## src/rtl/hsb_pkg.sv

```systemverilog
package hsb_pkg;

    localparam logic [1:0] CFG_HUE_SHIFT    = 2'd0;
    localparam logic [1:0] CFG_DESATURATION = 2'd1;
    localparam logic [1:0] CFG_BRIGHTNESS   = 2'd2;

    localparam int CFG_DATA_W = 16;

    typedef struct packed {
        logic [7:0] red_in;
        logic [7:0] green_in;
        logic [7:0] blue_in;
        logic [7:0] alpha_in;
    } t_pix_in;

    typedef struct packed {
        logic [7:0] red_out;
        logic [7:0] green_out;
        logic [7:0] blue_out;
        logic [7:0] alpha_out;
    } t_pix_out;

    // Internal pixel: channel 0 is red, 1 green, 2 blue.
    typedef struct packed {
        logic [2:0][7:0] ch;
        logic [7:0]      alpha;
    } t_rgba;

    // Settings derived from the registers, shared by the desaturation and hue stages.
    typedef struct packed {
        logic       bypass;
        logic [7:0] desat;
        logic [1:0] hue_sector;
        logic [8:0] hue_ofs;
    } t_ctrl;

endpackage

```

## src/rtl/hsb_bright.sv

```systemverilog
module hsb_bright (
    input  logic                i_clk,
    input  logic                i_rst_n,
    input  logic                i_en,
    input  logic                i_valid,
    input  hsb_pkg::t_pix_in    i_pix,
    input  logic signed [7:0]   i_bright,
    output logic                o_valid,
    output hsb_pkg::t_rgba      o_pix
);

    logic                 r_valid;
    hsb_pkg::t_rgba       r_pix;
    hsb_pkg::t_rgba       n_pix;
    logic [7:0]           w_weight;
    logic [14:0]          w_add;
    logic [2:0][7:0]      w_in;
    logic [14:0]          w_acc [3];

    assign w_in = {i_pix.blue_in, i_pix.green_in, i_pix.red_in};

    // Blend toward white for a positive setting, toward black otherwise.
    always_comb begin
        if (!i_bright[7]) begin
            w_weight = 8'd128 - 8'(i_bright);
            w_add    = 15'(8'd255 * 8'(i_bright));
        end else begin
            w_weight = 8'd128 + 8'(i_bright);
            w_add    = '0;
        end
        for (int i = 0; i < 3; i++) begin
            w_acc[i]    = 15'(w_in[i] * w_weight) + w_add;
            n_pix.ch[i] = w_acc[i][14:7];
        end
        n_pix.alpha = i_pix.alpha_in;
    end

    always_ff @(posedge i_clk) begin
        if (!i_rst_n) begin
            r_valid <= 1'b0;
        end else if (i_en) begin
            r_valid <= i_valid;
        end
        if (i_en) begin
            r_pix <= n_pix;
        end
    end

    assign o_valid = r_valid;
    assign o_pix   = r_pix;

endmodule

```

## src/rtl/hsb_desat.sv

```systemverilog
module hsb_desat (
    input  logic              i_clk,
    input  logic              i_rst_n,
    input  logic              i_en,
    input  hsb_pkg::t_ctrl    i_ctrl,
    input  logic              i_valid,
    input  hsb_pkg::t_rgba    i_pix,
    output logic              o_valid,
    output logic              o_grey,
    output hsb_pkg::t_rgba    o_pix
);

    logic              r_valid_a;
    hsb_pkg::t_rgba    r_pix_a;
    logic [7:0]        r_avg;
    logic              r_grey_a;
    logic              r_valid_b;
    hsb_pkg::t_rgba    r_pix_b;
    logic              r_grey_b;
    hsb_pkg::t_rgba    n_pix_b;
    logic [9:0]        w_sum;
    logic [19:0]       w_prod;
    logic [8:0]        w_keep;
    logic [15:0]       w_acc [3];

    // Divide by three with a reciprocal; exact for sums up to 765.
    assign w_sum  = 10'(i_pix.ch[0]) + 10'(i_pix.ch[1]) + 10'(i_pix.ch[2]);
    assign w_prod = w_sum * 10'd683;
    assign w_keep = 9'd256 - 9'(i_ctrl.desat);

    always_comb begin
        n_pix_b = r_pix_a;
        for (int i = 0; i < 3; i++) begin
            w_acc[i] = 16'(r_pix_a.ch[i] * w_keep) + 16'(i_ctrl.desat * r_avg);
            if (!r_grey_a && !i_ctrl.bypass) begin
                n_pix_b.ch[i] = w_acc[i][15:8];
            end
        end
    end

    always_ff @(posedge i_clk) begin
        if (!i_rst_n) begin
            r_valid_a <= 1'b0;
            r_valid_b <= 1'b0;
        end else if (i_en) begin
            r_valid_a <= i_valid;
            r_valid_b <= r_valid_a;
        end
        if (i_en) begin
            r_pix_a  <= i_pix;
            r_avg    <= w_prod[18:11];
            r_grey_a <= (i_pix.ch[0] == i_pix.ch[1]) && (i_pix.ch[1] == i_pix.ch[2]);
            r_pix_b  <= n_pix_b;
            r_grey_b <= r_grey_a;
        end
    end

    assign o_valid = r_valid_b;
    assign o_grey  = r_grey_b;
    assign o_pix   = r_pix_b;

endmodule

```

## src/rtl/hsb_hue.sv

```systemverilog
module hsb_hue (
    input  logic               i_clk,
    input  logic               i_rst_n,
    input  logic               i_en,
    input  hsb_pkg::t_ctrl     i_ctrl,
    input  logic               i_valid,
    input  logic               i_grey,
    input  hsb_pkg::t_rgba     i_pix,
    output logic               o_valid,
    output hsb_pkg::t_pix_out  o_pix
);

    // Rotation and min/max.
    logic              r_v4;
    hsb_pkg::t_rgba    r_p4;
    logic              r_act4;
    logic [1:0]        r_lo4;
    logic [1:0]        r_hi4;
    logic [7:0]        r_mn4;
    logic [7:0]        r_mx4;
    hsb_pkg::t_rgba    n_p4;
    logic [1:0]        n_lo4;
    logic [1:0]        n_hi4;
    logic [7:0]        n_mn4;
    logic [7:0]        n_mx4;
    logic              w_hzero;

    // Sextant pre-step and the e*D product.
    logic              r_v5;
    hsb_pkg::t_rgba    r_p5;
    logic              r_act5;
    logic [1:0]        r_mv5;
    logic [1:0]        r_ex5;
    logic              r_up5;
    logic [15:0]       r_prod5;
    logic [7:0]        r_mn5;
    logic [7:0]        r_mx5;
    hsb_pkg::t_rgba    n_p5;
    logic [1:0]        n_mv5;
    logic [1:0]        n_ex5;
    logic              n_up5;
    logic [1:0]        w_n1;
    logic [1:0]        w_n2;

    // Shifted numerator and reflection.
    logic              r_v6;
    hsb_pkg::t_rgba    r_p6;
    logic              r_act6;
    logic [1:0]        r_mv6;
    logic [1:0]        r_ex6;
    logic              r_over6;
    logic [15:0]       r_num6;
    logic [7:0]        r_bnd6;
    logic [7:0]        w_v;
    logic [7:0]        w_bnd;
    logic [15:0]       w_v255;
    logic [15:0]       w_b255;
    logic signed [18:0] w_n;
    logic              n_over6;
    logic [15:0]       n_num6;

    // Divide by 255 and write back.
    logic              r_v7;
    hsb_pkg::t_pix_out r_out7;
    hsb_pkg::t_rgba    n_p7;
    logic [16:0]       w_q;

    assign w_hzero = (i_ctrl.hue_ofs == 9'd0) && (i_ctrl.hue_sector == 2'd0);

    always_comb begin
        n_p4 = i_pix;
        unique case (i_ctrl.hue_sector)
            2'd1:    n_p4.ch = {i_pix.ch[1], i_pix.ch[0], i_pix.ch[2]};
            2'd2:    n_p4.ch = {i_pix.ch[0], i_pix.ch[2], i_pix.ch[1]};
            default: n_p4.ch = i_pix.ch;
        endcase
        n_mn4 = n_p4.ch[0];
        n_mx4 = n_p4.ch[1];
        n_lo4 = 2'd0;
        n_hi4 = 2'd1;
        if (n_p4.ch[1] < n_p4.ch[0]) begin
            n_mn4 = n_p4.ch[1];
            n_mx4 = n_p4.ch[0];
            n_lo4 = 2'd1;
            n_hi4 = 2'd0;
        end
        if (n_p4.ch[2] < n_mn4) begin
            n_mn4 = n_p4.ch[2];
            n_lo4 = 2'd2;
        end else if (n_p4.ch[2] > n_mx4) begin
            n_mx4 = n_p4.ch[2];
            n_hi4 = 2'd2;
        end
    end

    always_comb begin
        unique case (r_lo4)
            2'd1:    begin w_n1 = 2'd2; w_n2 = 2'd0; end
            2'd2:    begin w_n1 = 2'd0; w_n2 = 2'd1; end
            default: begin w_n1 = 2'd1; w_n2 = 2'd2; end
        endcase
        n_p5 = r_p4;
        if (!i_ctrl.hue_ofs[8]) begin
            if (w_n1 == r_hi4) begin
                n_mv5 = w_n2; n_ex5 = r_hi4; n_up5 = 1'b1;
            end else begin
                n_mv5 = w_n1; n_ex5 = r_lo4; n_up5 = 1'b0;
            end
        end else begin
            // A full sextant step first, then the partial shift the other way.
            if (w_n1 == r_hi4) begin
                n_p5.ch[r_hi4] = r_mn4 + r_mx4 - r_p4.ch[w_n2];
                n_p5.ch[w_n2]  = r_mx4;
                n_mv5 = w_n1; n_ex5 = r_lo4; n_up5 = 1'b0;
            end else begin
                n_p5.ch[r_lo4] = r_mx4 + r_mn4 - r_p4.ch[w_n1];
                n_p5.ch[w_n1]  = r_mn4;
                n_mv5 = r_lo4; n_ex5 = r_hi4; n_up5 = 1'b1;
            end
        end
    end

    always_comb begin
        w_v    = r_p5.ch[r_mv5];
        w_bnd  = r_up5 ? r_mx5 : r_mn5;
        w_v255 = {w_v, 8'd0} - 16'(w_v);
        w_b255 = {w_bnd, 8'd0} - 16'(w_bnd);
        if (r_up5) begin
            w_n     = 19'(w_v255) + 19'(r_prod5);
            n_over6 = w_n > $signed(19'(w_b255));
        end else begin
            w_n     = 19'(w_v255) - 19'(r_prod5);
            n_over6 = w_n < $signed(19'(w_b255));
        end
        // Past the bound the excess reflects; the result stays within max*255.
        if (n_over6) begin
            n_num6 = 16'({w_b255, 1'b0} - 17'(w_n));
        end else begin
            n_num6 = 16'(w_n);
        end
    end

    always_comb begin
        w_q  = (17'(r_num6) + 17'd1 + 17'(r_num6[15:8])) >> 8;
        n_p7 = r_p6;
        if (r_act6) begin
            if (r_over6) begin
                n_p7.ch[r_ex6] = w_q[7:0];
                n_p7.ch[r_mv6] = r_bnd6;
            end else begin
                n_p7.ch[r_mv6] = w_q[7:0];
            end
        end
    end

    always_ff @(posedge i_clk) begin
        if (!i_rst_n) begin
            r_v4 <= 1'b0;
            r_v5 <= 1'b0;
            r_v6 <= 1'b0;
            r_v7 <= 1'b0;
        end else if (i_en) begin
            r_v4 <= i_valid;
            r_v5 <= r_v4;
            r_v6 <= r_v5;
            r_v7 <= r_v6;
        end
        if (i_en) begin
            r_p4    <= (i_ctrl.bypass || w_hzero || i_grey) ? i_pix : n_p4;
            r_act4  <= !(i_ctrl.bypass || w_hzero || i_grey);
            r_lo4   <= n_lo4;
            r_hi4   <= n_hi4;
            r_mn4   <= n_mn4;
            r_mx4   <= n_mx4;

            r_p5    <= r_act4 ? n_p5 : r_p4;
            r_act5  <= r_act4;
            r_mv5   <= n_mv5;
            r_ex5   <= n_ex5;
            r_up5   <= n_up5;
            r_prod5 <= i_ctrl.hue_ofs[7:0] * (r_mx4 - r_mn4);
            r_mn5   <= r_mn4;
            r_mx5   <= r_mx4;

            r_p6    <= r_p5;
            r_act6  <= r_act5;
            r_mv6   <= r_mv5;
            r_ex6   <= r_ex5;
            r_over6 <= n_over6;
            r_num6  <= n_num6;
            r_bnd6  <= w_bnd;

            r_out7.red_out   <= n_p7.ch[0];
            r_out7.green_out <= n_p7.ch[1];
            r_out7.blue_out  <= n_p7.ch[2];
            r_out7.alpha_out <= n_p7.alpha;
        end
    end

    assign o_valid = r_v7;
    assign o_pix   = r_out7;

endmodule

```

## src/rtl/pixel_hue_saturation_brightness.sv

```systemverilog
// Throughput: one pixel per cycle; the seven register stages advance together
// and all hold while the output is stalled with a valid pixel waiting.
// Reset (synchronous, active low) clears every stage valid bit and sets all
// three adjustment registers to zero, which passes pixels through unchanged.
module pixel_hue_saturation_brightness (
    input  logic                                i_clk,
    input  logic                                i_rst_n,
    input  logic                                i_valid,
    output logic                                o_stall,
    input  hsb_pkg::t_pix_in                    i_pix,
    output logic                                o_valid,
    input  logic                                i_stall,
    output hsb_pkg::t_pix_out                   o_pix,
    input  logic                                i_cfg_we,
    input  logic [1:0]                          i_cfg_idx,
    input  logic [hsb_pkg::CFG_DATA_W-1:0]      i_cfg_data
);

    logic               r_bright_zero;
    logic signed [7:0]  r_bright;
    logic [7:0]         r_desat;
    logic [1:0]         r_hue_sector;
    logic [8:0]         r_hue_ofs;
    logic [14:0]        w_q3;
    logic [6:0]         w_hi;
    logic [6:0]         w_sec;
    logic               w_en;
    hsb_pkg::t_ctrl     w_ctrl;
    logic               w_v1;
    hsb_pkg::t_rgba     w_p1;
    logic               w_v3;
    logic               w_grey3;
    hsb_pkg::t_rgba     w_p3;

    // hue_shift mod 1536: low nine bits plus (hue_shift / 512) mod 3.
    assign w_hi  = i_cfg_data[15:9];
    assign w_q3  = w_hi * 8'd171;
    assign w_sec = w_hi - 7'(3 * w_q3[14:9]);

    always_ff @(posedge i_clk) begin
        if (!i_rst_n) begin
            r_bright      <= '0;
            r_bright_zero <= 1'b1;
            r_desat       <= '0;
            r_hue_sector  <= '0;
            r_hue_ofs     <= '0;
        end else if (i_cfg_we) begin
            unique case (i_cfg_idx)
                hsb_pkg::CFG_HUE_SHIFT: begin
                    r_hue_ofs    <= i_cfg_data[8:0];
                    r_hue_sector <= w_sec[1:0];
                end
                hsb_pkg::CFG_DESATURATION: r_desat <= i_cfg_data[7:0];
                hsb_pkg::CFG_BRIGHTNESS: begin
                    r_bright      <= i_cfg_data[7:0];
                    r_bright_zero <= 1'b0;
                end
                default: ;
            endcase
        end
    end

    assign w_ctrl.bypass     = (r_bright == 8'sd127) || (r_bright == -8'sd128) ||
                               (r_desat == 8'd0);
    assign w_ctrl.desat      = r_desat;
    assign w_ctrl.hue_sector = r_hue_sector;
    assign w_ctrl.hue_ofs    = r_hue_ofs;

    assign w_en    = !(o_valid && i_stall);
    assign o_stall = !w_en;

    hsb_bright u_bright (
        .i_clk    (i_clk),
        .i_rst_n  (i_rst_n),
        .i_en     (w_en),
        .i_valid  (i_valid),
        .i_pix    (i_pix),
        .i_bright (r_bright_zero ? 8'sd0 : r_bright),
        .o_valid  (w_v1),
        .o_pix    (w_p1)
    );

    hsb_desat u_desat (
        .i_clk   (i_clk),
        .i_rst_n (i_rst_n),
        .i_en    (w_en),
        .i_ctrl  (w_ctrl),
        .i_valid (w_v1),
        .i_pix   (w_p1),
        .o_valid (w_v3),
        .o_grey  (w_grey3),
        .o_pix   (w_p3)
    );

    hsb_hue u_hue (
        .i_clk   (i_clk),
        .i_rst_n (i_rst_n),
        .i_en    (w_en),
        .i_ctrl  (w_ctrl),
        .i_valid (w_v3),
        .i_grey  (w_grey3),
        .i_pix   (w_p3),
        .o_valid (o_valid),
        .o_pix   (o_pix)
    );

endmodule
```

## config.mk

```make
export PLATFORM = sky130hd
export DESIGN_NAME = pixel_hue_saturation_brightness
export DESIGN_NICKNAME = d
export VERILOG_FILES = /design/src/rtl/hsb_pkg.sv /design/src/rtl/hsb_bright.sv /design/src/rtl/hsb_desat.sv /design/src/rtl/hsb_hue.sv /design/src/rtl/pixel_hue_saturation_brightness.sv
export SDC_FILE = /design/constraint.sdc
export NUM_CORES = 2
export LEC_CHECK = 0
export BUFFER_PORTS_ARGS = -buffer_cell sky130_fd_sc_hd__buf_2
export CELL_PAD_IN_SITES_DETAIL_PLACEMENT = 1
export CELL_PAD_IN_SITES_GLOBAL_PLACEMENT = 2
export CORE_MARGIN = 1
export CORE_UTILIZATION = 30
export CTS_BUF_LIST = sky130_fd_sc_hd__clkbuf_16
export CTS_CLUSTER_SIZE = 40
export DETAILED_ROUTE_END_ITERATION = 8
export GPL_TIMING_DRIVEN = 0
export PLACE_DENSITY_LB_ADDON = 0.15
export REMOVE_ABC_BUFFERS = 1
export SKIP_LAST_GASP = 1
export SYNTH_ARGS = -nofsm -noshare
export SYNTH_HDL_FRONTEND = slang
export SYNTH_SLANG_ARGS = --single-unit
```

## constraint.sdc

```tcl
create_clock -name i_clk -period 16.1 [get_ports i_clk]
set_clock_uncertainty 0.1 [all_clocks]
set_input_delay 2.415 -clock i_clk [delete_from_list [all_inputs] [get_ports i_clk]]
set_output_delay 2.415 -clock i_clk [all_outputs]
set_load 0.05 [all_outputs]
```

==> impl_metrics.yaml <==
synthesis:
  synth_ff_type: "edfxtp_1"
  synth_top_area_cell: "edfxtp_1"
  yosysMostFrequentCell: "inv_1"
  yosysSeqAreaShare_pct: 24.1
  synth_cells: 4527
  synthTopCellsByCount: "inv_1 (720), ha_1 (512), nand2_1 (484)"
  ys_types: 85
  yosys-top-cells-area: "edfxtp_1 (22%), fa_1 (21%), ha_1 (15%), inv_1 (6.3%), nand2_1 (4.2%)"
  netlist.area_leader.share_pct: 22.5
  post_synth.cell_area_avg_um2: 9.53
  syn-cell-area_um2: 43100
  yosysWarnings: 0
  synthArstFlopShare_pct: 0
  synth_edf_count: 323
  synth-seq-cells: 358
drt:
  drt_iter0_markers: 939
  met3_length_um: 2300
  drc: 0
  dr.pass1.iters: 4
  ant_nets: 0
  highest_layer: "met5"
  met1Wirelength_um: 52500
  dr_total_vias: 30400
  via_per_inst: 4.72
  wl_per_cell_um: 19.2
  wirelength_um: 124000
  wl_met2_um: 66600
critical_path:
  cp-end-kind: "flip-flop"
  path_depth: 27
  start_kind: "flip-flop"
  cpLargestDelayFamily: "adder cells"
  path_buf_inv: 6
  regToRegEndpoint: "u_bright.o_pix[31]$_DFFE_PN_"
  crit_end: "u_bright.o_pix[31]$_DFFE_PN_"
  crit_fanout: 16
  worst-endpoint-required_ps: 16340
  max_stage_delay_ps: 830
  ff2ff_path_depth: 27
  critPathArrivalTime_ps: 9790
  startpoint: "r_bright_zero$_SDFFE_PN1P_"
  critical_path_class: "flip-flop to flip-flop"
  r2r-start: "r_bright_zero$_SDFFE_PN1P_"
  r2r_slack_ps: 6550
  cp_common_cell: "fa_1"
  worst_path_max_delay_cell: "fa_1"
timing:
  fin_crit_sh_pct: 59.3
  worst_pin_slew_ps: 1270
  drv_slew: 0
  hold_viol: 0
  layout_min_cycle_time_ps: 9550
  fmax_mhz: 105
  slew-limit-headroom_pct: 14.9
  grt_setup_unrepaired: "no"
  fin_tns_setup_ps: 0
  setup-violations-final: 0
run_status:
  outcome: "completed"
die:
  num_io_pins: 89
  die_area_um2: 145000
  die_h_um: 381
  fp-row-count: 138
  coreArea_um2: 142000
  start_util_pct: 30.4
  die_w_um: 381
run:
  max_cap_viol_count: 0
clock_network:
  cts.sinks: 358
  clockBufferDepth: 3
  cts_tree: "yes"
  postCtsSetupBuffers: 0
  cts-buffers-inserted: 45
  clkLatencyLatePin_ps: 620
  root_buffer: "clkbuf_16"
  postCtsHoldBufs: 0
  cts_resized: 0
  cts_max_level: 2
  clk_pin_slew_ps: 60
layout:
  fin_nets: 5557
  drive_gt1_share_pct: 5.52
  antenna_cells: 0
  area_growth_pct: 9.88
placed_design:
  gp_congestion: 0.791
  place_hpwl_um: 102000
  io_buffers: 88
global_routing:
  grt_pass1_wl_um: 197000
  antenna_found_initial: 3
  grt_max_degree: 72
  globalRouteOverflowTotal: 0
  grt_use_total_pct: 17.3
  grt_pass1_vias: 33600
worst_hold_path:
  worstHoldPathType: "flip-flop to flip-flop"
[worst min path at each step]
| stage | startpoint | end | slack (ps) | cells after the start |
|---|---|---|---|---|
| floorplan | u_bright.o_pix[0]$_DFFE_PN_ | u_desat.n_pix_b[0]$_DFFE_PN_ | 300 | 0 |
| global placement | u_desat.o_pix[5]$_DFFE_PN_ | u_hue.n_p5[5]$_DFFE_PN_ | 300 | 0 |
| detailed placement | u_bright.o_pix[0]$_DFFE_PN_ | u_desat.n_pix_b[0]$_DFFE_PN_ | 310 | 0 |
| CTS | u_hue.n_p5[6]$_DFFE_PN_ | u_hue.r_p5[6]$_DFFE_PN_ | 320 | 0 |
| global route | u_hue.n_p5[6]$_DFFE_PN_ | u_hue.r_p5[6]$_DFFE_PN_ | 320 | 0 |
| finish | u_hue.n_p5[6]$_DFFE_PN_ | u_hue.r_p5[6]$_DFFE_PN_ | 320 | 0 |
[layer usage]
layer	global-route usage [%]	vias to the layer above
met5	0	-
met3	1.51	99
met1	20.4	15300
li1	-	14900
met2	33.5	206
met4	3.64	2
[placed cells by master (no fill, tap or decap), types with 11 or more instances in the layout]
cell       synthesis  layout
nand3_1           25      25
mux2i_1           94      94
a211oi_1          30      30
nand2b_1          35      35
or3_1             16      16
nor3_1            44      43
mux2_2            20      20
a22oi_1           46      46
buf_2              9      88
o21bai_1          22      22
a21o_1            43      43
clkbuf_16          0      46
o21ai_0          155     154
and2_1           278     278
nand4_1           14      14
a21oi_1          207     207
edfxtp_1         323     323
nor3b_1           15      14
nor2b_1           49      49
o31ai_1           12      12
o21ai_1           28      28
xor2_1            58      56
or2_2             12      12
nand2_1          484     482
xnor2_1          182     174
nor2_1           245     244
ha_1             512     509
fa_1             461     461
inv_1            720     729
clkinv_1           3      12
nor4_1            11      11
dfxtp_1           35      34
o211ai_1          15      15
a31oi_1           17      17
o21a_1            30      30
[flip-flops by register name (all words and copies together), names as in the netlist, 9 cells and up]
name	count
u_hue.r_p6	24
u_bright.o_pix	32
u_hue.r_num6	16
u_hue.o_pix	32
u_hue.r_prod5	16
u_hue.r_p4	24
u_hue.r_p5	32
u_desat.r_pix_a	24
r_hue_ofs	9
u_desat.o_pix	32
[through the flow]
step | instances | cell area (µm²) | hold slack [ps] | util, % | setup slack (ps)
2_1_floorplan | 4370 | 42500 | 300 | - | 387
3_3_place_gp | 6348 | 45300 | 301 | 31.9 | -3790
3_5_place_dp | 6372 | 45900 | 305 | 32.3 | 6270
4_1_cts | 6454 | 47400 | 316 | 33.4 | 6240
5_1_grt | 6454 | 47400 | 323 | 33.4 | 5920
6_report | 6454 | 47400 | 316 | 33.4 | 6550
[cells by family (layout without fill, tap and decap cells)]
kind of cell,count (synthesis),after routing,share of synthesized area (%)
adders and majority gates,973,973,36.2
DFF,358,358,24.1
AOI/OAI and AO/OA,687,687,9.97
xor gates and xnor gates,244,244,5.08
and+or+nand+nor,1265,1265,14.1
buffers and inverters,884,921,7.73
muxes,116,116,2.75
[layout make-up]
cell class                      instances  area, µm²
Fill cell                           16200      94700
Multi-Input combinational cell       3285      29600
Sequential cell                       358      10400
Inverter                              727       2730
Tap cell                             1890       2360
Clock buffer                           46       1150
Timing Repair Buffer                  112        888
Clock inverter                         36        314
Power is left out: the tool's default activity adds up to more than one toggle a clock period on the data nets, which glitch-free logic cannot reach.
